### src/sv/pba_pkg.sv
// ----------------------------------------------------------------------------
// pba_pkg
// Types and constants shared by the packed bitfield array modules.
// ----------------------------------------------------------------------------
package pba_pkg;

  localparam int OP_W     = 2;
  localparam int INDEX_W  = 15;
  localparam int VALUE_W  = 31;
  localparam int CFG_W    = 5;
  localparam int COUNT_W  = 16;
  localparam int STATUS_W = 2;
  localparam int POS_W    = 22;   // bit position plus element width, with headroom
  localparam int WIDX_W   = 16;   // word index of the lower word of an element
  localparam int WORD_W   = 32;

  localparam logic [COUNT_W-1:0] MAX_COUNT     = 16'd32768;
  localparam logic [CFG_W-1:0]   WIDTH_DEFAULT = 5'd8;

  localparam int IN_DATA_W  = 48;  // index + value, padded to whole bytes
  localparam int OUT_DATA_W = 48;  // read_value + element_count, padded

  localparam int Q_DEPTH = 2;

  typedef enum logic [OP_W-1:0] {
    OP_READ   = 2'd0,
    OP_WRITE  = 2'd1,
    OP_APPEND = 2'd2,
    OP_CLEAR  = 2'd3
  } pba_op_e;

  typedef enum logic [STATUS_W-1:0] {
    ST_OK        = 2'd0,
    ST_BAD_INDEX = 2'd1,
    ST_FULL      = 2'd2
  } pba_status_e;

  typedef enum logic [1:0] {
    K_NONE  = 2'd0,
    K_READ  = 2'd1,
    K_WRITE = 2'd2
  } pba_kind_e;

  typedef enum logic {
    BK_IDLE = 1'b0,
    BK_EXEC = 1'b1
  } pba_bstate_e;

  // One classified request, passed from the front end to the back end.
  typedef struct packed {
    pba_kind_e           kind;
    logic [WIDX_W-1:0]   word_idx;
    logic [4:0]          offset;
    logic [CFG_W-1:0]    width;
    logic                straddle;
    logic [VALUE_W-1:0]  value;
    logic [COUNT_W-1:0]  count;
    pba_status_e         status;
  } pba_cmd_t;

endpackage

### src/sv/pba_front.sv
// ----------------------------------------------------------------------------
// pba_front
// Accepts requests, owns the element count and width register, checks the
// index and computes the bit position of the element.
// ----------------------------------------------------------------------------
module pba_front import pba_pkg::*; #(
  parameter int STORE_WORDS = 1024
) (
  input  logic                clk,
  input  logic                rst_n,
  input  logic                in_valid,
  output logic                in_ready,
  input  logic [OP_W-1:0]     in_op,
  input  logic [INDEX_W-1:0]  in_index,
  input  logic [VALUE_W-1:0]  in_value,
  input  logic                cfg_valid,
  output logic                cfg_ready,
  input  logic [CFG_W-1:0]    cfg_data,
  input  logic                q_full,
  output logic                q_push,
  output pba_cmd_t            q_cmd
);

  localparam logic [POS_W-1:0] STORE_BITS = POS_W'(STORE_WORDS * WORD_W);

  logic [CFG_W-1:0]   width_r, width_nxt;
  logic [COUNT_W-1:0] count_r, count_nxt;

  pba_op_e            op;
  logic [CFG_W-1:0]   w_eff;
  logic [COUNT_W-1:0] pos_idx;
  logic [POS_W-2:0]   bit_pos;
  logic [POS_W-1:0]   bit_end;
  logic               fits;
  logic [WORD_W-1:0]  mask32;
  logic               accept;

  assign op        = pba_op_e'(in_op);
  assign w_eff     = (width_r == '0) ? CFG_W'(1) : width_r;
  assign pos_idx   = (op == OP_APPEND) ? count_r : {1'b0, in_index};
  assign bit_pos   = (POS_W-1)'(pos_idx) * (POS_W-1)'(w_eff);
  assign bit_end   = {1'b0, bit_pos} + POS_W'(w_eff);
  assign fits      = (bit_end <= STORE_BITS);
  assign mask32    = (WORD_W'(1) << w_eff) - WORD_W'(1);
  assign in_ready  = !q_full;
  assign accept    = in_valid && in_ready;
  assign q_push    = accept;
  assign cfg_ready = 1'b1;

  always_comb begin
    width_nxt = cfg_valid ? cfg_data : width_r;
    count_nxt = count_r;

    q_cmd.kind     = K_NONE;
    q_cmd.word_idx = bit_pos[5 +: WIDX_W];
    q_cmd.offset   = bit_pos[4:0];
    q_cmd.width    = w_eff;
    q_cmd.straddle = ({1'b0, bit_pos[4:0]} + {1'b0, w_eff}) > 6'd32;
    q_cmd.value    = in_value & mask32[VALUE_W-1:0];
    q_cmd.status   = ST_OK;

    unique case (op)
      OP_READ, OP_WRITE: begin
        if (({1'b0, in_index} < count_r) && fits) begin
          q_cmd.kind = (op == OP_READ) ? K_READ : K_WRITE;
        end else begin
          q_cmd.status = ST_BAD_INDEX;
        end
      end
      OP_APPEND: begin
        if ((count_r < MAX_COUNT) && fits) begin
          q_cmd.kind = K_WRITE;
          count_nxt  = count_r + COUNT_W'(1);
        end else begin
          q_cmd.status = ST_FULL;
        end
      end
      OP_CLEAR: begin
        count_nxt = '0;
      end
      default: begin
        q_cmd.kind = K_NONE;
      end
    endcase

    q_cmd.count = count_nxt;
  end

  always_ff @(posedge clk) begin
    if (!rst_n) begin
      width_r <= WIDTH_DEFAULT;
      count_r <= '0;
    end else begin
      width_r <= width_nxt;
      if (accept) begin
        count_r <= count_nxt;
      end
    end
  end

endmodule

### config.mk
export PLATFORM = sky130hd
export DESIGN_NAME = pba_front
export DESIGN_NICKNAME = d
export VERILOG_FILES = /design/src/sv/pba_pkg.sv /design/src/sv/pba_front.sv
export SDC_FILE = /design/constraint.sdc
export NUM_CORES = 1
export LEC_CHECK = 0
export ABC_AREA = 1
export BUFFER_PORTS_ARGS = -buffer_cell sky130_fd_sc_hd__buf_2
export CORE_MARGIN = 5
export CORE_UTILIZATION = 25
export DETAILED_ROUTE_END_ITERATION = 8
export GPL_TIMING_DRIVEN = 0
export PLACE_DENSITY = 0.55
export RECOVER_POWER = 25
export SETUP_SLACK_MARGIN = 0.05
export SYNTH_ARGS = -nofsm -noshare
export SYNTH_HDL_FRONTEND = slang
export SYNTH_SLANG_ARGS = --single-unit
### constraint.sdc
create_clock -name clk -period 9.88 [get_ports clk]
set_input_delay 0 -clock clk [delete_from_list [all_inputs] [get_ports clk]]
set_output_delay 0 -clock clk [all_outputs]
set_load 0.02 [all_outputs]
Word level (Yosys, flattened, before mapping)
Index checks and enable logic that the tools add are counted.
{ "classes": {"bitwise": 1, "n_addsub": 4, "shift": 1, "muxes": 11, "n_reduce_logical": 7, "n_mul": 1, "n_lt_le_gt_ge": 4, "eq_ne": 3} }
{ "op_table": {"columns": ["cell", "count"], "rows": [
  ["$mux 16", 2],
  ["$pmux 16 s2", 1],
  ["$and 31x31->31", 1],
  ["$shl 1x5->31 const A", 1],
  ["$sub 31x2->31 const B", 1],
  ["$add 21x5->22", 1],
  ["$le 22x16->1 const B", 1],
  ["$mul 16x5->21", 1],
  ["$add 16x1->16 const B", 1],
  ["$lt 15x16->1", 1],
  ["$lt 16x16->1 const B", 1],
  ["$mux 2", 4],
  ["$pmux 2 s2", 2],
  ["$add 5x5->6", 1],
  ["$gt 6x6->1 const B", 1],
  ["$logic_not 5->1", 1],
  ["$mux 5", 1],
  ["$eq 2x2->1 const B", 2],
  ["$logic_and 1x1->1", 3],
  ["$eq 2x1->1 const B", 1],
  ["$logic_not 2->1", 1],
  ["$reduce_or 2->1", 1],
  ["$logic_not 1->1", 1],
  ["$mux 1", 1]
]} }
{ "totals": {"output_inout_bits": 81, "inputBits": 58, "register_bits": 21, "word_cells": 34} }

Longest topological paths before layout
Gate-level depths: netlist of the first run.
{ "depth": {"ltp_word": 8, "mapped_depth": 40} }

Worst setup path before layout of the first run
Ideal clock, no wire load.
{ "synth_path": {"path_type": "input-to-output", "from": "input in_op[0]", "to": "output q_cmd[77] (netlist name)", "slack_ns": 4.244, "arrival_time_ns": 5.636, "path_stages": 33, "path_cell_list": "inv_1 nand2_1 clkbuf_1 buf_1 nand2_1 o21ai_0 nand2_1 fa_1 fa_1 fa_1 inv_1 ha_1 buf_4 xnor2_1 ha_1 nand2_1 inv_1 a21oi_1 nand2_1 nand3_1 inv_1 nand2_2 clkinv_2 nand2_2 nor2_4 nand2_1 nand2_1 inv_1 nand2_1 nor2_4 nand3_2 buf_6 o21ai_0"} }
{ "synth_lines": {"columns": ["element", "line", "text"], "rows": [
  ["from (decl)", "pba_front.sv:13", "input logic [OP_W-1:0] in_op,"],
  ["to (decl)", "pba_front.sv:21", "output pba_cmd_t q_cmd"]
]} }

==> run summary, run 1 <==
RSZ-0062 raised after global routing = false
Die Span Y = 171 µm
final critical-path setup slack = 3.30 ns
post-layout util = 0.297
setup slack at placement = 3.44 ns
kind of capture point of the worst setup path = output pin
skew final = 0.00692 ns
vias in the first global route = 7039
clock tree from TritonCTS = done
Data required, critical path = 9.88 ns
mean instance size in the synthesized netlist = 5.71 µm²
number of instances in the synthesized netlist = 1139
FF-to-FF setup slack = 3.60 ns
worst endpoint data arrival time = 6.58 ns
startpoint of the lowest-slack hold path = cfg_data[0]
fin crit period = 6.58 ns
most used cell along the critical path = nand2_1
period utilization = 0.666
ratio of cells with drive above 1 in the final layout = 0.151
Placed Cells = 1611
number of hold violations in the final report = 0
Clock Power Share = 0.092
die area = 29300 µm²
die extent in x = 171 µm
post-layout instance count excluding filler cells = 1618
worst r2r src = count_r[0]
Starting Density = 0.252
post-detailed-route via-to-cell ratio = 4.56
Max H-tree Level = 1
Switching Power = 0.623 mW
result of the run = complete, no violations
count of nets left with antenna violations after detail routing = 0
CTS Buf Count = 3
peak supply drop = 64.2 µV
number of distinct library cells after synthesis = 53
Post-Route WL = 21500 µm
Max Transition Viols Final = 0
routed length on met2 = 10400 µm
hold crit path type = in2reg
Max clock buf depth = 2
placer's final routability congestion estimate = 0.880
GRT overflow = 0
Setup violations, final = 0
sinks on the clock net = 21
DR pass1 iterations = 4
largest stage delay on the critical path = 0.72 ns
CP Max Fanout = 10
Maximum Capacitance Violations = 0
Slew headroom = 0.352
cell type with the largest total area after synthesis = nand2_1
count of buffers from port buffering = 136
most common cell after layout, fill and taps aside = nand2_1
dominant delay contributor by cell family on the critical path = adder cells
Fin Setup TNS = 0 ns
number of I/O pins = 139
maximum number of pins on one net before global-route repair = 14
crit path buf inv count = 7
number of gates given a new drive strength after cts = 0
Yosys warning total = 0
vias post-DR = 7378
Critical Path Slowest Stage Cell = o21ai_0
Root Driver = clkbuf_16
Cell Rows = 59
detailed-route wire length on metal 1 = 9910 µm
Hold Path Stages = 3
highest-count cells in the layout ignoring fill and taps = 315 x nand2_1, 223 x inv_1, 128 x nor2_1
aggregate global-route resource usage = 0.144
Internal Power = 0.418 mW
cell count of the worst reg-to-reg path = 29
sequential share of power = 0.091
DRC violations left = 0
critical path class = reg2out
combinational fraction of design power = 0.817
DR WL met3 = 1080 µm
max layer used = met4
total inserted antenna cells = 0
fraction of post-synthesis cell area in the top cell type by area = 0.181
leading post-synthesis cells by cell area = nand2_1 18%, fa_1 13%, inv_1 13%
sw frac = 0.599
leakage power figure = 4.34 nW
worst-case hold path end point = width_r[0]
clock slew at reported path FFs = 0.07 ns
Syn Std Cell Area = 6500 µm²
number of antenna violations at the first check in global routing = 0
global-route wire length before repair = 35000 µm
Core Region = 25800 µm²
sequential share of the synthesized area = 0.0647
highest clock rate = 152 MHz
average wire per cell in the routed design = 13.3 µm
growth of design area from synthesis to finish = 18.2%
count of routing violations after the opening detailed-route iteration = 346
nature of the critical path startpoint = flop
insertion delay to the later sink of the worst-skew pair = 0.27 ns
Power per Cell Area = 136 nW/µm²
post-synthesis register bit count = 21
worst-margin pin slew = 0.961 ns
total number of nets in the final design = 1434
Post-DP HPWL = 18500 µm
reg-to-reg endpoint = count_r[2]
[worst max-delay path by stage]
stage | from | to | cells after the start
global placement | in_op[1] | q_cmd[77] | 29
floorplan | in_op[0] | q_cmd[77] | 33
CTS | in_op[0] | q_cmd[77] | 31
global route | count_r[0] | q_cmd[10] | 29
finish | count_r[0] | q_cmd[10] | 28
detailed placement | in_op[1] | q_cmd[77] | 30
[power by group through the flow]
stage,clock (mW),combinational [mW],sequential (mW)
floorplan,0,0.633,0.0960
global placement,0,0.856,0.0970
detailed placement,0,0.862,0.0971
CTS,0.0974,0.868,0.0951
global route,0.100,0.968,0.0957
finish,0.0954,0.850,0.0952
[layer usage]
layer	vias up	global-route usage
met5	-	0
met4	0	0.0107
met3	8	0.0154
met2	178	0.266
met1	3381	0.190
li1	3811	-
[cells by family after synthesis]
group,Yosys count,share of synthesized area
other cells,1,0.000577
buf+inv,268,0.160
flops,21,0.0647
compound gates,112,0.0968
fa+ha+maj,92,0.227
simple gates,633,0.435
xor+xnor,12,0.0162
[sequential cells by signal, indices dropped and copies added (netlist names)]
register / flops
count_r: 16
width_r: 5
[worst reg2reg max path: cells and delay by family, from the launching register on]
kind            cells  cell delay, ns
simple gates       15            1.71
compound gates      2            1.05
xor+xnor            1            0.16
fa+ha+maj           5            2.25
buf+inv             6            0.68
flops               1            0.37
[cell usage after synthesis, drive strengths merged]
cell,instances
or3,1
nor3b,2
buf,9
o211ai,2
a31oi,1
nand3,97
a21o,2
o21ai,46
a21oi,49
clkinv,6
a21boi,3
o22ai,1
conb,1
a22oi,1
or2,3
ha,49
inv,232
xnor2,4
nand2,339
nand3b,1
nor4b,1
nor2,141
and3,1
fa,43
a41oi,1
dfxtp,21
o21bai,1
nor3,13
o31ai,3
clkbuf,21
nand4,25
xor2,8
and3b,1
nor4,5
a211oi,1
o221ai,1
and2,3
[final cells by class]
class                           count  area (µm²)
Tap cell                          335         419
Timing Repair Buffer              139         689
Sequential cell                    21         420
Clock buffer                        3        75.1
Multi-Input combinational cell    851        5030
Fill cell                        2987       18200
Clock inverter                      1        7.51
Buffer                             30         141
Inverter                          238         895
[per-stage QoR]
step | power (mW) | area, µm² | hold slack [ns]
CTS | 1.06 | 7710 | 0.0182
global route | 1.16 | 7680 | 0.0383
finish | 1.04 | 7680 | 0.0169
global placement | 0.953 | 7600 | 0.210
floorplan | 0.729 | 6500 | 0.0831
detailed placement | 0.959 | 7600 | 0.208
[what timing repair did]
item,4_1_cts,5_1_grt
hold buffers,3,0
buffers inserted,0,0
hold endpoints to repair,1,0
Power figures use the tool's default switching activity.
==> run 2: changes to the inputs <==
--- a/config.mk
+++ b/config.mk
@@ -11,7 +11,7 @@
 export CORE_UTILIZATION = 25
 export DETAILED_ROUTE_END_ITERATION = 8
 export GPL_TIMING_DRIVEN = 0
-export PLACE_DENSITY = 0.55
+export PLACE_DENSITY = 0.56
 export RECOVER_POWER = 25
 export SETUP_SLACK_MARGIN = 0.05
 export SYNTH_ARGS = -nofsm -noshare
==> constraint.sdc (replaced) <==
create_clock -name clk -period 5.4 [get_ports clk]
set_input_delay 0 -clock clk [delete_from_list [all_inputs] [get_ports clk]]
set_output_delay 0 -clock clk [all_outputs]
set_load 0.02 [all_outputs]
==> run 2 against run 1 <==
Compared with the run above:
- hold slack improved by 0.011 ns
- sequential share of layout area is 0.87 points lower
- clock power increased by 78%
- die area is the same
- non-clock buffer count grew 76
- critical endpoint is now q_cmd[15]
- critical path depth grew 2
- first-iteration DRC count decreased by 9.0%
- flip-flop and latch count did not move
- register-to-register slack got worse by 3.4 ns
- clock skew is 0.0026 ns higher
==> run summary, run 2 (synthesis gave the netlist of run 1 again) <==
aggregate global-route resource usage = 0.149
kind of capture point of the worst setup path = output pin
Global Route met3 Usage = 0.0179
register ranked first by flip-flop count = count_r
met1 global-route usage = 0.198
Core Region = 25800 µm²
total number of nets in the final design = 1510
# fillers = 2797
most common cell after layout, fill and taps aside = nand2_1
GRT overflow = 0
Die Span Y = 171 µm
Data required, critical path = 5.40 ns
Largest register FFs = 16
Setup violations, final = 0
Max H-tree Level = 1
worst endpoint data arrival time = 5.31 ns
final hold slack = 0.0278 ns
period utilization = 0.984
die extent in x = 171 µm
leakage power figure = 4.99 nW
Cell Rows = 59
setup slack at placement = -0.969 ns
global-route wire length before repair = 36100 µm
highest-count cells in the layout ignoring fill and taps = 249 x nand2_1, 184 x inv_1, 107 x buf_2
count of buffers from port buffering = 136
startpoint of the lowest-slack hold path = cfg_data[0]
clock slew at reported path FFs = 0.06 ns
count of nets left with antenna violations after detail routing = 0
crit path from = width_r[2]
Starting Density = 0.252
nature of the critical path startpoint = flop
post-layout instance count excluding filler cells = 1694
DRC violations left = 0
Post-DP HPWL = 18200 µm
Max Transition Viols Final = 0
final critical-path setup slack = 0.0870 ns
peak supply drop = 138 µV
average wire per cell in the routed design = 13.7 µm
post-detailed-route via-to-cell ratio = 4.63
area of placed instances = 7610 µm²
worst r2r src = count_r[1]
met2 Track Usage GR = 0.268
CTS Buf Count = 3
count of routing violations after the opening detailed-route iteration = 315
post-layout util = 0.373
worst-margin pin slew = 0.660 ns
Root Driver = clkbuf_16
total inserted antenna cells = 0
hold crit path type = in2reg
number of antenna violations at the first check in global routing = 0
sequential standard cell area = 444 µm²
sinks on the clock net = 21
highest clock rate = 188 MHz
CP Max Fanout = 5
fin crit period = 5.31 ns
insertion delay to the later sink of the worst-skew pair = 0.27 ns
Post-Route WL = 23200 µm
Final Power = 2.59 mW
Power per Cell Area = 269 nW/µm²
RSZ-0062 raised after global routing = true
vias post-DR = 7844
result of the run = complete, no violations
number of I/O pins = 139
registers with the most flip-flops = count_r (16), width_r (5)
largest stage delay on the critical path = 0.60 ns
Critical Path Slowest Stage Cell = fa_1
final std cell area, no fill = 9640 µm²
placer's final routability congestion estimate = 0.893
critical path class = reg2out
skew final = 0.00948 ns
maximum number of pins on one net before global-route repair = 14
growth of design area from synthesis to finish = 48.3%
DR pass1 iterations = 5
die area = 29300 µm²
Maximum Capacitance Violations = 0
Slew headroom = 0.556
Max clock buf depth = 2
Placed Cells = 1611
most heavily used metal layer in global routing = met2
vias in the first global route = 7306
clock tree from TritonCTS = done
multi-input combinational cell area = 6080 µm²
Fin Setup TNS = 0 ns
number of hold violations in the final report = 0
ratio of cells with drive above 1 in the final layout = 0.377
## run 2: changes by cell type in the layout (fill, tap and decap cells not counted), moves of 19 or more
cell,change
buf_4,+67
buf_6,+29
inv_1,-39
inv_2,+29
nand2_1,-66
nand2_2,+45
nand2_4,+19
nand3_1,-26
nand3_2,+20
nor2_1,-42
nor2_2,+24
## run 2: layout make-up
cell class                 instances  area share
inverter                         238      0.0972
clock buffer                       3     0.00779
clock inverter                     1    0.000779
tap                              335      0.0435
timing repair buffer             216       0.148
multi-input combinational        851       0.630
buffer                            29      0.0266
sequential                        21      0.0461
## run 2: timing repair
| action | in CTS | in global routing |
|---|---|---|
| hold buffers | 3 | 0 |
| endpoints found under the setup margin | 36 | 36 |
| pin swaps | 53 | 94 |
| hold endpoints to repair | 1 | 0 |
| setup buffers | 35 | 40 |
| gates resized for setup | 186 | 224 |
| cloned | 2 | 1 |
## run 2: final timing paths
kind            endpoint  slack (ns)  cells past startpoint
max            q_cmd[15]        0.09                     30
min           width_r[0]        0.03                      3
max reg2reg   count_r[4]        0.25                     29
min reg2reg  count_r[15]        0.56                      2
## run 2: critical path: cells and delay by family, from the launching register on
kind	cells	cell delay (ns)
adder cells (fa/ha/maj)	4	1.84
buffers and inverters	8	1.01
flip-flops	1	0.36
AND/OR/NAND/NOR	18	1.83
## run 2: routing by layer
layer / vias up / wire length (µm)
li1: 3975 / -
met4: 0 / 193
met5: - / 0
met2: 203 / 11600
met3: 22 / 1400
met1: 3644 / 10000
## run 2: where the power goes
part / internal (mW) / switching (mW) / total [mW]
clock network: 0.101 / 0.0696 / 0.170
registers: 0.166 / 0.0111 / 0.177
logic: 0.874 / 1.37 / 2.24
total: 1.14 / 1.45 / 2.59
==> run 3: changes to the inputs <==
--- a/config.mk
+++ b/config.mk
@@ -11,7 +11,7 @@
 export CORE_UTILIZATION = 25
 export DETAILED_ROUTE_END_ITERATION = 8
 export GPL_TIMING_DRIVEN = 0
-export PLACE_DENSITY = 0.56
+export PLACE_DENSITY = 0.46
 export RECOVER_POWER = 25
 export SETUP_SLACK_MARGIN = 0.05
 export SYNTH_ARGS = -nofsm -noshare
==> constraint.sdc (replaced) <==
create_clock -name clk -period 4.8 [get_ports clk]
set_input_delay 0 -clock clk [delete_from_list [all_inputs] [get_ports clk]]
set_output_delay 0 -clock clk [all_outputs]
set_load 0.02 [all_outputs]
==> run 3 against run 2 <==
Compared with the run above:
- setup slack lost 0.66 ns
- the run now ends with negative setup slack left
- clock power up 9%
- critical path type unchanged
- sequential power is 13% higher
- largest cell class unchanged
==> run summary, run 3 (synthesis gave the netlist of run 1 again) <==
result of the run = complete, but fails checks
violations in the final reports = negative setup slack
Critical Path Slowest Stage Cell = fa_1
dominant delay contributor by cell family on the critical path = simple AND/OR/NAND/NOR gates
Placed Cells = 1611
Slew headroom = 0.530
leakage power figure = 5.00 nW
registers with the most flip-flops = count_r (16), width_r (5)
crit path buf inv count = 7
aggregate global-route resource usage = 0.154
CP Max Fanout = 5
Max Transition Viols Final = 0
highest clock rate = 186 MHz
routed length on met2 = 11600 µm
Max clock buf depth = 2
register ranked first by flip-flop count = count_r
Root Driver = clkbuf_16
post-detailed-route via-to-cell ratio = 4.54
final std cell area, no fill = 9650 µm²
total inserted antenna cells = 0
vias in the first global route = 7551
growth of design area from synthesis to finish = 48.5%
Power per Cell Area = 297 nW/µm²
DR pass1 iterations = 4
clock tree from TritonCTS = done
insertion delay to the later sink of the worst-skew pair = 0.26 ns
critical path class = reg2out
number of antenna violations at the first check in global routing = 0
average wire per cell in the routed design = 13.9 µm
clock slew at reported path FFs = 0.06 ns
total number of nets in the final design = 1502
count of buffers from port buffering = 136
Cell Rows = 59
worst endpoint data arrival time = 5.38 ns
die area = 29300 µm²
Starting Density = 0.252
kind of capture point of the worst setup path = output pin
worst r2r src = width_r[2]
CTS Buf Count = 3
global-route wire length before repair = 37200 µm
count of routing violations after the opening detailed-route iteration = 258
largest stage delay on the critical path = 0.56 ns
crit path from = width_r[2]
number of I/O pins = 139
DR WL met3 = 814 µm
GRT overflow = 0
RSZ-0062 raised after global routing = true
die extent in x = 171 µm
skew final = 0.00710 ns
Setup violations, final = 36
sinks on the clock net = 21
fin crit period = 5.38 ns
ratio of cells with drive above 1 in the final layout = 0.387
number of hold violations in the final report = 0
area of placed instances = 7870 µm²
Maximum Capacitance Violations = 0
max layer used = met4
Post-Route WL = 23400 µm
Data required, critical path = 4.80 ns
peak supply drop = 147 µV
worst-margin pin slew = 0.704 ns
Die Span Y = 171 µm
post-layout instance count excluding filler cells = 1686
final critical-path setup slack = -0.577 ns
hold crit path type = in2reg
Post-DP HPWL = 19000 µm
Fin Setup TNS = -16.66 ns
startpoint of the lowest-slack hold path = cfg_data[4]
highest-count cells in the layout ignoring fill and taps = 248 x nand2_1, 182 x inv_1, 113 x buf_2
placer's final routability congestion estimate = 0.870
maximum number of pins on one net before global-route repair = 13
Max H-tree Level = 1
most common cell after layout, fill and taps aside = nand2_1
final hold slack = 0.0303 ns
nature of the critical path startpoint = flop
period utilization = 1.12
count of nets left with antenna violations after detail routing = 0
DRC violations left = 0
Largest register FFs = 16
Core Region = 25800 µm²
most used cell along the critical path = nand2_1
detailed-route wire length on metal 1 = 10700 µm
vias post-DR = 7647
run 3: through the flow:
| step | utilization | power (mW) | setup WS (ns) |
|---|---|---|---|
| after floorplan | - | 1.61 | 0.0239 |
| after global placement | 0.305 | 2.10 | -1.28 |
| after detailed placement | 0.305 | 2.11 | -1.27 |
| after CTS | 0.337 | 2.53 | -0.728 |
| after global routing | 0.373 | 3.14 | -0.836 |
| final | 0.373 | 2.87 | -0.577 |
run 3: final timing paths:
check | to | slack [ns] | depth (start not counted)
setup / recovery | q_cmd[16] | -0.58 | 30
hold / removal | width_r[4] | 0.03 | 3
setup reg to reg | count_r[12] | -0.56 | 31
hold reg to reg | count_r[15] | 0.57 | 2
run 3: report_power, final:
| part | leakage [nW] | internal (mW) | switching (mW) |
|---|---|---|---|
| sequential | 0.179 | 0.186 | 0.0135 |
| clock | 0.0409 | 0.112 | 0.0733 |
| combinational | 4.78 | 0.967 | 1.51 |
run 3: cell type report:
cell class	instances	area, µm²
buffer	29	263
clock buffer	3	75.1
clock inverter	1	5.00
fill	2878	16200
inverter	238	932
multi-input combinational	851	6090
sequential	21	448
tap	335	419
timing repair buffer	208	1410
run 3: timing repair:
item	in CTS	in global routing
endpoints found under the setup margin	36	36
pin swaps	58	116
gates resized for setup	163	185
setup buffers	27	41
cloned	2	1
hold buffers	2	0
endpoints found under the hold margin	1	0
run 3: tightest hold or removal path, stage by stage:
cell     delay (ns)
buf_2          0.07
o21ai_0        0.07
a21oi_1        0.10
run 3: metal layers:
| metal | global-route usage | up-vias |
|---|---|---|
| met4 | 0.0179 | 0 |
| li1 | - | 3973 |
| met3 | 0.0165 | 12 |
| met1 | 0.201 | 3548 |
| met5 | 0 | - |
| met2 | 0.283 | 114 |
