**config.mk**
```make
export PLATFORM = sky130hd
export DESIGN_NAME = pba_cmd_queue
export DESIGN_NICKNAME = d
export VERILOG_FILES = /design/src/sv/pba_pkg.sv /design/src/sv/pba_cmd_queue.sv
export SDC_FILE = /design/constraint.sdc
export NUM_CORES = 1
export LEC_CHECK = 0
export CAP_MARGIN = 15
export CORE_MARGIN = 1.5
export CORE_UTILIZATION = 30
export CTS_CLUSTER_SIZE = 24
export DETAILED_ROUTE_END_ITERATION = 10
export DONT_BUFFER_PORTS = 1
export GPL_ROUTABILITY_DRIVEN = 0
export MAX_ROUTING_LAYER = met4
export PLACE_DENSITY = 0.52
export SETUP_SLACK_MARGIN = 0.1
export SLEW_MARGIN = 20
export SYNTH_ARGS = -nofsm -noshare
export SYNTH_HDL_FRONTEND = slang
export SYNTH_SLANG_ARGS = --single-unit
```
**constraint.sdc**
```tcl
create_clock -name clk -period 4.2 [get_ports clk]
set_input_delay 0.42 -clock clk [delete_from_list [all_inputs] [get_ports clk]]
set_output_delay 0.42 -clock clk [all_outputs]
set_load 0.01 [all_outputs]
```
**src/sv/pba_pkg.sv**
```systemverilog
// ----------------------------------------------------------------------------
// pba_pkg
// Types and constants shared by the packed bitfield array modules.
// ----------------------------------------------------------------------------
package pba_pkg;

  localparam int OP_W     = 2;
  localparam int INDEX_W  = 15;
  localparam int VALUE_W  = 31;
  localparam int CFG_W    = 5;
  localparam int COUNT_W  = 16;
  localparam int STATUS_W = 2;
  localparam int POS_W    = 22;   // bit position plus element width, with headroom
  localparam int WIDX_W   = 16;   // word index of the lower word of an element
  localparam int WORD_W   = 32;

  localparam logic [COUNT_W-1:0] MAX_COUNT     = 16'd32768;
  localparam logic [CFG_W-1:0]   WIDTH_DEFAULT = 5'd8;

  localparam int IN_DATA_W  = 48;  // index + value, padded to whole bytes
  localparam int OUT_DATA_W = 48;  // read_value + element_count, padded

  localparam int Q_DEPTH = 2;

  typedef enum logic [OP_W-1:0] {
    OP_READ   = 2'd0,
    OP_WRITE  = 2'd1,
    OP_APPEND = 2'd2,
    OP_CLEAR  = 2'd3
  } pba_op_e;

  typedef enum logic [STATUS_W-1:0] {
    ST_OK        = 2'd0,
    ST_BAD_INDEX = 2'd1,
    ST_FULL      = 2'd2
  } pba_status_e;

  typedef enum logic [1:0] {
    K_NONE  = 2'd0,
    K_READ  = 2'd1,
    K_WRITE = 2'd2
  } pba_kind_e;

  typedef enum logic {
    BK_IDLE = 1'b0,
    BK_EXEC = 1'b1
  } pba_bstate_e;

  // One classified request, passed from the front end to the back end.
  typedef struct packed {
    pba_kind_e           kind;
    logic [WIDX_W-1:0]   word_idx;
    logic [4:0]          offset;
    logic [CFG_W-1:0]    width;
    logic                straddle;
    logic [VALUE_W-1:0]  value;
    logic [COUNT_W-1:0]  count;
    pba_status_e         status;
  } pba_cmd_t;

endpackage

```
**src/sv/pba_cmd_queue.sv**
```systemverilog
// ----------------------------------------------------------------------------
// pba_cmd_queue
// Short queue of classified requests between the front and back ends.
// ----------------------------------------------------------------------------
module pba_cmd_queue import pba_pkg::*; (
  input  logic     clk,
  input  logic     rst_n,
  input  logic     push,
  input  pba_cmd_t push_cmd,
  output logic     full,
  input  logic     pop,
  output logic     not_empty,
  output pba_cmd_t head
);

  localparam int QPW = (Q_DEPTH > 1) ? $clog2(Q_DEPTH) : 1;

  pba_cmd_t           mem_r [Q_DEPTH];
  logic [QPW-1:0]     wr_ptr_r, wr_ptr_nxt;
  logic [QPW-1:0]     rd_ptr_r, rd_ptr_nxt;
  logic [QPW:0]       fill_r, fill_nxt;

  assign full      = (fill_r == (QPW+1)'(Q_DEPTH));
  assign not_empty = (fill_r != '0);
  assign head      = mem_r[rd_ptr_r];

  always_comb begin
    wr_ptr_nxt = wr_ptr_r;
    rd_ptr_nxt = rd_ptr_r;
    fill_nxt   = fill_r;
    if (push) begin
      wr_ptr_nxt = (wr_ptr_r == QPW'(Q_DEPTH-1)) ? '0 : wr_ptr_r + QPW'(1);
    end
    if (pop) begin
      rd_ptr_nxt = (rd_ptr_r == QPW'(Q_DEPTH-1)) ? '0 : rd_ptr_r + QPW'(1);
    end
    if (push && !pop) begin
      fill_nxt = fill_r + (QPW+1)'(1);
    end else if (pop && !push) begin
      fill_nxt = fill_r - (QPW+1)'(1);
    end
  end

  always_ff @(posedge clk) begin
    if (!rst_n) begin
      wr_ptr_r <= '0;
      rd_ptr_r <= '0;
      fill_r   <= '0;
    end else begin
      wr_ptr_r <= wr_ptr_nxt;
      rd_ptr_r <= rd_ptr_nxt;
      fill_r   <= fill_nxt;
    end
  end

  always_ff @(posedge clk) begin
    if (push) begin
      mem_r[wr_ptr_r] <= push_cmd;
    end
  end

endmodule

```
# Word level (Yosys, flattened, before mapping)

Memories as Yosys holds them, arrays and structs flattened. A register that Yosys moved wholly into a read port is not among the register bits.
Index checks and enable logic that the tools add are counted.

Input port bits: 82
Register bits after elaboration: 4
Memory bits (writable): 156
Word-level logic and storage cells: 23
Output and inout port bits: 80
Memories kept: 1

Muxes and demuxes: 8
Add/subtract/negate cells: 4
Reduce and logical (&&, ||, !) cells: 6
Equal/unequal tests: 1

Memories:

| name  | depth | bits a word | rd ports | clocked after memory_dff | wr ports | line                | RTL |
|---|---|---|---|---|---|---|---|
| mem_r | 2     | 78          | 1        | 1                        | 1        | pba_cmd_queue.sv:18 | `pba_cmd_t mem_r [Q_DEPTH];` |

Operators by type and width:

| cell                                                                | count |
|---|---|
| 1-bit 2-to-1 mux                                                    | 6 |
| 2-bit 2-to-1 mux                                                    | 2 |
| 2-bit nonzero test                                                  | 2 |
| 1-bit adder (second input constant)                                 | 2 |
| 2-bit by 1-bit adder with 2-bit output (second input constant)      | 1 |
| 2-bit equality test (second input constant)                         | 1 |
| 1-bit logical AND                                                   | 2 |
| 1-bit zero test                                                     | 2 |
| 2-bit by 1-bit subtractor with 2-bit output (second input constant) | 1 |

# Depth between registers and ports, before layout

Gate-level depths: netlist (run 1).

Depth in word-level cells: 4
Depth in mapped cells: 5
Mapped depth without buffers: 5

# Worst setup path after synthesis (run 1)

OpenSTA, ideal clock, no wires.

Path kind: input -> register
From: input push
To: memory mem_r[0][0] in the netlist's numbering (enable)
Arrival time: 3.863 ns
Buffers on the path: 0
Required time: 3.675 ns
Setup time: 0.525 ns
Stages: 1
Slack: -0.188 ns
Cell sequence: nor2b_1

Cells in the longest elaborated chain, start to end: 2

RTL lines:

| item                                   | line                | RTL |
|---|---|---|
| from (decl)                            | pba_cmd_queue.sv:8  | `input logic push,` |
| 1-bit 2-to-1 mux                       | pba_cmd_queue.sv:57 | `if (push) begin` |
| 1-bit 2-to-1 mux (not written as such) | pba_cmd_queue.sv:58 | `mem_r[wr_ptr_r] <= push_cmd;` |
| to (decl)                              | pba_cmd_queue.sv:18 |  |

No other way between the ends.

==> results by group, run 1 <==
Finish
  • Layout area overhead: 14.4%
  • Most common cell after layout, fill and taps aside: edfxtp_1
  • Antenna Cells: 0
  • Layout cell share with drive strength beyond 1: 38.0%
  • Fin util: between 30% and 40%
  • Most frequent cells in the layout: edfxtp_1 (156), mux2_2 (58), mux2_4 (20)
  • Fin nets: ~360

Synthesis
  • Yosys reg bits: about 160
  • Avg Inst Size Synth: between 20 and 25 µm²
  • Synth cell types: 17
  • Yosys warnings: 0
  • Sequential share of the synthesized area: approximately four fifths
  • Cells after Synth: about 270
  • Netlist Area Pre-Place: just under 0.006 mm²
  • Syn_nets: around 350

CTS
  • Post-CTS sizing: 0
  • Post-CTS Hold Buffers: 0
  • H-tree depth: 4
  • Sink Count: 161
  • CTS Buf Count: 17
  • Clock-pin transition on the worst setup and hold timing paths: ~60 ps
  • Clock Latency Late Sink: roughly 400 ps
  • TritonCTS clock tree: built
  • Clock Tree Buf Depth: 2
  • CTS root buffer: clkbuf_16
  • Post-CTS setup buffer count: 0

GRT
  • GR Util All Layers: around a tenth
  • GRT overflow: 0
  • Initial antenna violation count: 0
  • Global-route wire length before repair: 14700 µm
  • Vias in the first global route: around 2700
  • Largest net degree at the start of global routing: slightly below 80

Routing
  • Initial DRC count: 117
  • Drt pass-1 iters: 4
  • Vias per Instance: about 4.3
  • DR vias: approximately 2400
  • WL/cell: about 18 µm
  • Routed Antenna Nets: 0
  • Post-Route WL: 10000 µm
  • DRC violations left: 0

Floorplan
  • Die Y: 144 µm
  • Core Footprint: approximately 0.019 mm²
  • Die area: 0.0206 mm²
  • Rows: around 50
  • Initial core utilization: between 30% and 40%
  • Die X: 144 µm
  • I/O pin count: ~160

Timing
  • Hold WS: ~110 ps
  • Final Max Tran Viols: 0
  • Setup_tns: 0 ps
  • Clk_skew: ~4.2 ps
  • RSZ-0062 raised after global routing: no
  • Max Freq: 382 MHz
  • Fin. Hold Viols: 0
  • Tcrit/Tclk final: 62.4%
  • Min cycle time layout: around 2600 ps
  • # setup viols final: 0
  • Slew headroom: 36.4%
  • Tightest Pin Transition: roughly 950 ps

Critical path
  • Crit Reg-Reg Endpoint: mem_r[1][77]$_DFFE_PP_
  • CP max stage delay: between 900 and 1000 ps
  • R2r setup slk: 2670 ps
  • Setup crit start kind: register
  • Worst Setup Path Type: register to output pin
  • Worst-path cell chain: buf_4 > mux2_2
  • Worst Setup End Kind: output pin
  • Slowest CP cell: dfxtp_4
  • Worst path required time: about 3800 ps
  • Worst-path fanout max: 64
  • Worst r2r path cells: 2
  • Reg-to-Reg Start: wr_ptr_r$_SDFFE_PN0P_
  • Setup crit end: head[57]
  • CP arrival: between 2000 and 2500 ps

Pwr
  • Total power draw: approximately 3500 µW
  • Sequential Power Share: 54.0%
  • Sw Share: 21.1%
  • Leakage: 0.00222 µW
  • Clk network pwr share: slightly below 40%
  • Worst ir drop on vdd: roughly 270 µV
  • Power per cell area: about 520 mW/mm²
  • Switching power total: 744 µW
  • Pint: ~2800 µW
  • Comb pwr share: 6.7%

Flow run
  • Max Cap Violations: 0

Placement
  • Port Buffers: 0
  • HPWL Detailed: a little over 6000 µm

Hold path
  • Hold Path Class: input port to register

Outcome
  • Status: complete, no violations
==> synth_stat cells <==
cell type / number / share of area (%)
o21a_1: 1 / 0.13
mux2_4: 20 / 5.1
edfxtp_1: 156 / 79
nor2b_1: 3 / 0.32
and2_1: 4 / 0.42
o21ai_0: 1 / 0.084
buf_2: 5 / 0.42
inv_1: 1 / 0.063
dfxtp_1: 5 / 1.7
or2_2: 1 / 0.11
mux2_2: 58 / 11
xor2_1: 2 / 0.30
buf_6: 4 / 0.76
ha_1: 1 / 0.21
xnor2_1: 1 / 0.15
or3_1: 1 / 0.11
a21boi_1: 1 / 0.13
==> power groups by stage <==
stage	Sequential [µW]	Clock [µW]	Combinational (µW)
global placement	1940	0	239
floorplan	1910	0	226
finish	1900	1380	236
CTS	1910	1440	243
global route	1910	1500	255
detailed placement	1940	0	241
==> flip-flops by register name, summed over array words and instances (netlist names), named ones only <==
name and count:
fill_r 2, mem_r 156, rd_ptr_r 1, wr_ptr_r 1
==> area by class of cell <==
| cell class | instances | area (µm²) |
|---|---|---|
| clock buffer | 21 | 440 |
| clock inverter | 11 | 90.1 |
| fill | 1856 | 12600 |
| inverter | 1 | 3.75 |
| multi-input combinational | 94 | 1080 |
| sequential | 161 | 4790 |
| tap | 265 | 332 |
| timing repair buffer | 4 | 50.0 |
==> cells by family (layout without fill, tap and decap cells) <==
group	count (synthesis)	after routing	share of synthesized area (%)
AND/OR/NAND/NOR	9	9	0.950
XOR/XNOR	3	3	0.443
buffers and inverters	10	37	1.25
multiplexers	78	78	16.1
adder cells (fa/ha/maj)	1	1	0.211
flip-flops	161	161	80.7
AO/OA/AOI/OAI	3	3	0.338
==> metrics by stage <==
step | std cells | area (µm²) | setup WS, ps
after global routing | 557 | 6780 | 1370
after floorplan | 265 | 5930 | 1290
final | 557 | 6780 | 1580
after detailed placement | 524 | 6220 | 1900
after global placement | 524 | 6220 | 1930
after CTS | 556 | 6760 | 1450
==> worst max-delay path, delay by kind of cell, from the launching register on <==
kind	cells	cell delay, ps
buf+inv	1	400
mux	1	410
flops	1	970
==> how the worst min path moves through the flow <==
stage | startpoint | end | cells after the start
after floorplan | fill_r[1]$_SDFFE_PN0P_ | fill_r[1]$_SDFFE_PN0P_ | 2
after global placement | fill_r[1]$_SDFFE_PN0P_ | fill_r[1]$_SDFFE_PN0P_ | 2
after detailed placement | fill_r[1]$_SDFFE_PN0P_ | fill_r[1]$_SDFFE_PN0P_ | 2
after CTS | push_cmd[20] | mem_r[1][20]$_DFFE_PP_ | 0
after global routing | push_cmd[20] | mem_r[1][20]$_DFFE_PP_ | 0
final | push_cmd[64] | mem_r[1][64]$_DFFE_PP_ | 0
==> routing by layer <==
metal  vias to the layer above  part of all wire, %  track usage, %
met4                         0                 0.94            3.76
met3                         7                  8.9            5.33
met1                      1222                   39            10.6
li1                       1068                    -               -
met5                         -                    0               -
met2                        99                   51            16.6
Note: power is estimated with default switching activity, not from simulation.
==> run 2, diff against run 1 <==
Clock period 4.2 ns to 2.14 ns, I/O delays scaled along.
==> run 2 against run 1 <==
Non-clock buffer count up 82. Worst hold slack worse by 84 ps. Die area did not move. Largest cell class unchanged.
==> results by group, run 2 (synthesis gave the netlist of run 1 again) <==
Pwr
  • Worst ir drop on vdd: 527 µV (+98%)
  • Clk network pwr share: 39.8% (+0.5 points)
  • Switching power total: 1550 µW (+110%)
  • Sequential Power Share: 51.1% (-2.9 points)
  • Pint: 5690 µW (+100%)
  • Sw Share: 21.5% (+0.32 points)
  • Leakage: 0.00258 µW (+16%)
  • Power per cell area: 944 mW/mm² (+82%)
  • Comb pwr share: 9.1% (+2.4 points)

Routing
  • DRC violations left: 0 (unchanged)
  • Initial DRC count: 73 (-38%)
  • Post-Route WL: 10500 µm (+4.7%)
  • Drt pass-1 iters: 4 (unchanged)
  • WL/cell: 16.5 µm (-8.7%)
  • DR vias: 2733 (+14%)
  • Vias per Instance: 4.28 (-0.57%)
  • Routed Antenna Nets: 0 (unchanged)

GRT
  • GR Util All Layers: 10.8% (+0.54 points)
  • GRT overflow: 0 (unchanged)
  • Global-route wire length before repair: 15400 µm (+5.0%)
  • Vias in the first global route: 2983 (+12%)
  • Initial antenna violation count: 0 (unchanged)
  • Largest net degree at the start of global routing: 70 (-11%)

Timing
  • # setup viols final: 0 (unchanged)
  • Final Max Tran Viols: 0 (unchanged)
  • Fin. Hold Viols: 0 (unchanged)
  • Tightest Pin Transition: 483 ps (-471 ps)
  • Clk_skew: 4.34 ps (+0.0948 ps)
  • Tcrit/Tclk final: a little under 90%
  • Setup_tns: 0 ps (unchanged)
  • Slew headroom: 67.8% (+31 points)
  • Max Freq: around 540 MHz
  • RSZ-0062 raised after global routing: no
  • Min cycle time layout: around 1900 ps

Finish
  • Layout area overhead: 29.3%
  • Max reg flops: 156 (unchanged)
  • Fin area: 0.00767 mm² (+13%)
  • Register Area: 0.00479 mm² (unchanged)
  • Layout cell share with drive strength beyond 1: 31.6% (-6.5 points)
  • Filler cell count in the final layout: 1786 (-3.8%)
  • Non-Filler Instances: 639 (+15%)
  • Multi-input gate area in the final layout: 0.00108 mm² (unchanged)
  • Most common cell after layout, fill and taps aside: edfxtp_1
  • Top reg by flops: mem_r
  • Fin nets: 444 (+23%)
  • Antenna Cells: 0 (unchanged)
  • Largest regs: mem_r: 156 flops, fill_r: 2 flops
  • Most frequent cells in the layout: edfxtp_1 (156), dlygate4sd3_1 (79), mux2_2 (58)

Floorplan
  • Rows: 51 (unchanged)
  • Die Y: 144 µm (unchanged)
  • Die area: 0.0206 mm² (unchanged)
  • Core Footprint: 0.0194 mm² (unchanged)
  • Die X: 144 µm (unchanged)
  • Initial core utilization: 30.6% (unchanged)
  • I/O pin count: 162 (unchanged)

Placement
  • Port Buffers: 0 (unchanged)
  • Area of placed instances: 0.00630 mm² (+1.3%)
  • HPWL Detailed: 6410 µm (+2.8%)
  • Cells after DPL: 528 (+0.76%)

Critical path
  • Worst Setup End Kind: output pin
  • Worst-path fanout max: 29 (-55%)
  • R2r setup slk: 780 ps (-1890 ps)
  • CP arrival: 1650 ps (-550 ps)
  • Worst-path cell chain: buf_12 > mux2_2
  • Slowest CP cell: dfxtp_4
  • Worst Setup Path Type: register to output pin
  • Worst path required time: 1930 ps (-1850 ps)
  • Setup crit start kind: register
  • CP max stage delay: 560 ps (-410 ps)

CTS
  • Clock Tree Buf Depth: 2 (unchanged)
  • Clock-pin transition on the worst setup and hold timing paths: 60 ps (about the same)
  • CTS root buffer: clkbuf_16
  • Post-CTS setup buffer count: 0 (unchanged)
  • Clock Latency Late Sink: 410 ps (about the same)
  • Sink Count: 161 (unchanged)
  • H-tree depth: 4 (unchanged)
  • CTS Buf Count: 17 (unchanged)
  • TritonCTS clock tree: built

Outcome
  • Status: complete, no violations

Flow run
  • Max Cap Violations: 0 (unchanged)

Hold path
  • Hold Path Class: input port to register
run 2: changes by cell type in the layout (fill, tap and decap cells not counted):
cell           change
clkinv_1           -2
clkbuf_1           -2
clkinv_2           -1
inv_6              +1
buf_12             +4
clkinvlp_4         +4
dlygate4sd3_1     +79
buf_16             -1
clkinv_4           -1
bufinv_16          +1
run 2: layer usage:
| layer | part of all wire, % | global-route usage [%] |
|---|---|---|
| met1 | 40 | 11.1 |
| met2 | 52 | 18.3 |
| met3 | 6.1 | 4.13 |
| met4 | 1.5 | 4.73 |
| met5 | 0 | - |
run 2: cell type report:
cell class	instances	area share, %
sequential	161	62.5
tap	265	4.33
inverter	1	0.0490
clock buffer	19	5.65
timing repair buffer	86	11.7
multi-input combinational	94	14.1
clock inverter	13	1.80
run 2: final timing paths:
check	start	end	cells after the start
max	register	head[10]	2
min	push	wr_ptr_r$_SDFFE_PN0P_	2
max reg2reg	wr_ptr_r$_SDFFE_PN0P_	mem_r[1][61]$_DFFE_PP_	2
min reg2reg	fill_r[1]$_SDFFE_PN0P_	fill_r[1]$_SDFFE_PN0P_	2
run 2: through the flow:
step | hold WS, ps | worst slack (ps) | utilization (%) | power (µW)
2_1_floorplan | 313 | 222 | - | 4180
4_1_cts | 0.651 | 211 | 39.5 | 7380
5_1_grt | 4.17 | 167 | 39.5 | 7560
3_5_place_dp | 313 | 668 | 32.5 | 4300
3_3_place_gp | 313 | 683 | 32.5 | 4290
6_report | 23.4 | 281 | 39.5 | 7240
run 2: worst max-delay path: cells and delay by family (launching register included):
kind	cells	cell delay, ps
DFF	1	560
buffers and inverters	1	260
muxes	1	400
run 2: power by group through the flow:
stage | registers [µW] | logic, µW | clock network, µW
finish | 3700 | 658 | 2880
detailed placement | 3770 | 532 | 0
global route | 3710 | 708 | 3140
floorplan | 3740 | 445 | 0
global placement | 3760 | 528 | 0
CTS | 3700 | 673 | 3000
run 2: repair_timing:
item                                   4_1_cts  5_1_grt
resized for setup                            0        0
setup endpoints to repair                    0        0
endpoints found under the hold margin      161        0
hold buffers                                79        0
==> run 3, diff against run 2 <==
Settings changed: CORE_ASPECT_RATIO set to 0.7, PLACE_DENSITY 0.52 to not set, PLACE_DENSITY_LB_ADDON set to 0.3, SLEW_MARGIN 20 to not set.
==> run 3 against run 2 <==
Fmax increased by 0.50%. Register-to-register slack got worse by 60 ps. Die area about the same. Sequential cell count unchanged. Highest routed layer unchanged. Worst hold slack improved by 7.6 ps. Critical endpoint is now head[23]. Power decreased by 3.2%. Via count decreased by 1.9%. Setup slack improved by 9.3 ps.
==> results by group, run 3 (synthesis gave the netlist of run 1 again) <==
Finish
  • Antenna Cells: 0 (unchanged)
  • Filler cell count in the final layout: 1726 (-3.4%)
  • Top reg by flops: mem_r
  • Most common cell after layout, fill and taps aside: edfxtp_1
  • Most frequent cells in the layout: edfxtp_1 (156), dlygate4sd3_1 (79), mux2_2 (58)
  • Largest regs: mem_r: 156 flops, fill_r: 2 flops
  • Max reg flops: 156 (unchanged)
  • Layout cell share with drive strength beyond 1: 30.3% (-1.3 points)
  • Fin area: 0.00761 mm² (-0.70%)
  • Fin nets: 443 (-0.23%)
  • Layout area overhead: 28.4%

Critical path
  • CP bufs+invs: 1 (unchanged)
  • CP arrival: 1640 ps (about the same)
  • Worst path required time: 1930 ps (about the same)
  • Worst r2r path cells: 2 (unchanged)
  • Worst Setup End Kind: output pin
  • Worst-path cell chain: buf_4 > mux2_2
  • Worst-path fanout max: 36 (+24%)
  • Levels on crit path: 2 (unchanged)
  • Setup crit start kind: register
  • Worst Setup Path Type: register to output pin
  • Critical path's top delay family: multiplexers
  • Slowest CP cell: mux2_2
  • CP max stage delay: 440 ps (-120 ps)

Routing
  • Routed Antenna Nets: 0 (unchanged)
  • Drt pass-1 iters: 4 (unchanged)
  • Vias per Instance: 4.21 (-1.6%)
  • Post-Route WL: 10200 µm (-2.9%)
  • WL/cell: 16.0 µm (-2.6%)
  • DRC violations left: 0 (unchanged)
  • Initial DRC count: 135 (+85%)
  • DR vias: 2680 (-1.9%)

Timing
  • Final Max Tran Viols: 0 (unchanged)
  • Tightest Pin Transition: 487 ps (+3.84 ps)
  • # setup viols final: 0 (unchanged)
  • Min cycle time layout: 1850 ps (-9.28 ps)
  • Tcrit/Tclk final: 86.5% (-0.43 points)
  • Slew headroom: 67.5% (-0.26 points)
  • Fin. Hold Viols: 0 (unchanged)
  • Clk_skew: 7.42 ps (+3.08 ps)
  • Setup_tns: 0 ps (unchanged)
  • Hold WS: 31.1 ps (+7.65 ps)
  • Max Freq: 540 MHz (+0.50%)
  • RSZ-0062 raised after global routing: no

Placement
  • HPWL Detailed: 6390 µm (-0.30%)
  • Port Buffers: 0 (unchanged)
  • Area of placed instances: 0.00630 mm² (-0.14%)

GRT
  • Global-route wire length before repair: 15900 µm (+3.1%)
  • GR Util All Layers: 10.8% (+0.018 points)
  • GRT overflow: 0 (unchanged)
  • Largest net degree at the start of global routing: 61 (-13%)
  • Initial antenna violation count: 0 (unchanged)
  • Vias in the first global route: 3060 (+2.6%)

Outcome
  • Status: complete, no violations

Floorplan
  • Rows: 42 (-18%)
  • Die Y: 121 µm (-16%)
  • I/O pin count: 162 (unchanged)
  • Die X: 171 µm (+19%)
  • Initial core utilization: 31.0% (+0.43 points)
  • Die area: 0.0206 mm² (about the same)
  • Core Footprint: 0.0191 mm² (-1.4%)

Hold path
  • Hold Path Depth: 2 (unchanged)
  • Hold Path Class: input port to register

Pwr
  • Comb pwr share: 9.5% (+0.4 points)
  • Switching power total: 1480 µW (-4.6%)
  • Clk network pwr share: 38.0% (-1.8 points)
  • Pint: 5530 µW (-2.8%)
  • Power per cell area: 921 mW/mm² (-2.5%)
  • Total power draw: 7010 µW (-3.2%)
  • Sw Share: 21.1% (-0.32 points)
  • Leakage: 0.00256 µW (-0.80%)
  • Worst ir drop on vdd: 466 µV (-12%)
  • Sequential Power Share: 52.5% (+1.4 points)

CTS
  • Post-CTS sizing: 0 (unchanged)
  • CTS root buffer: clkbuf_16
  • Clock Tree Buf Depth: 2 (unchanged)
  • CTS Buf Count: 17 (unchanged)
  • Clock Latency Late Sink: 410 ps (about the same)
  • Sink Count: 161 (unchanged)
  • TritonCTS clock tree: built
  • Clock-pin transition on the worst setup and hold timing paths: 60 ps (about the same)
  • H-tree depth: 4 (unchanged)

Flow run
  • Max Cap Violations: 0 (unchanged)
## run 3: changes by cell type in the layout (fill, tap and decap cells not counted), sizes merged
cell / before / now
clkbuf: 19 / 25
bufinv: 2 / 0
clkinvlp: 5 / 3
inv: 3 / 1
buf: 7 / 6
## run 3: repair_timing
action / in CTS / in global routing
hold endpoints to repair: 161 / 0
buffers inserted: 0 / 0
hold buffers: 79 / 0
## run 3: power groups by stage
stage / combinational [µW] / sequential (µW) / clock [µW]
6_report: 666 / 3680 / 2660
5_1_grt: 721 / 3700 / 2890
4_1_cts: 679 / 3680 / 2770
3_5_place_dp: 539 / 3750 / 0
3_3_place_gp: 533 / 3750 / 0
2_1_floorplan: 445 / 3740 / 0
## run 3: per-layer routing
layer,wire length (µm),vias to the layer above,track usage (%)
met1,4270,1329,12.1
met3,914,13,4.88
met4,157,0,4.28
met5,0,-,-
li1,-,1233,-
met2,4860,105,16.8
## run 3: worst register-to-register path, delay by kind of cell (launching register included)
family | cells | cell delay [ps]
flops | 1 | 390
buf+inv | 1 | 280
simple gates | 1 | 440
## run 3: cell type report
cell class | count | area [µm²] | area share [%]
sequential | 161 | 4790 | 62.9
multi-input combinational | 94 | 1080 | 14.2
timing repair buffer | 85 | 886 | 11.6
clock buffer | 25 | 485 | 6.38
tap | 264 | 330 | 4.34
clock inverter | 7 | 40.0 | 0.526
inverter | 1 | 3.75 | 0.0493
## run 3: worst paths after layout
path / from / slack, ps / to
max: register / 290 / head[23]
min: push / 30 / wr_ptr_r$_SDFFE_PN0P_
max reg2reg: wr_ptr_r$_SDFFE_PN0P_ / 720 / mem_r[1][40]$_DFFE_PP_
min reg2reg: fill_r[1]$_SDFFE_PN0P_ / 550 / fill_r[1]$_SDFFE_PN0P_
## run 3: metrics by stage
step	setup WS [ps]	util, %	std cells
global placement	709	32.9	526
finish	290	39.8	637
global route	166	39.8	637
CTS	240	39.8	637
floorplan	222	-	265
detailed placement	700	32.9	526
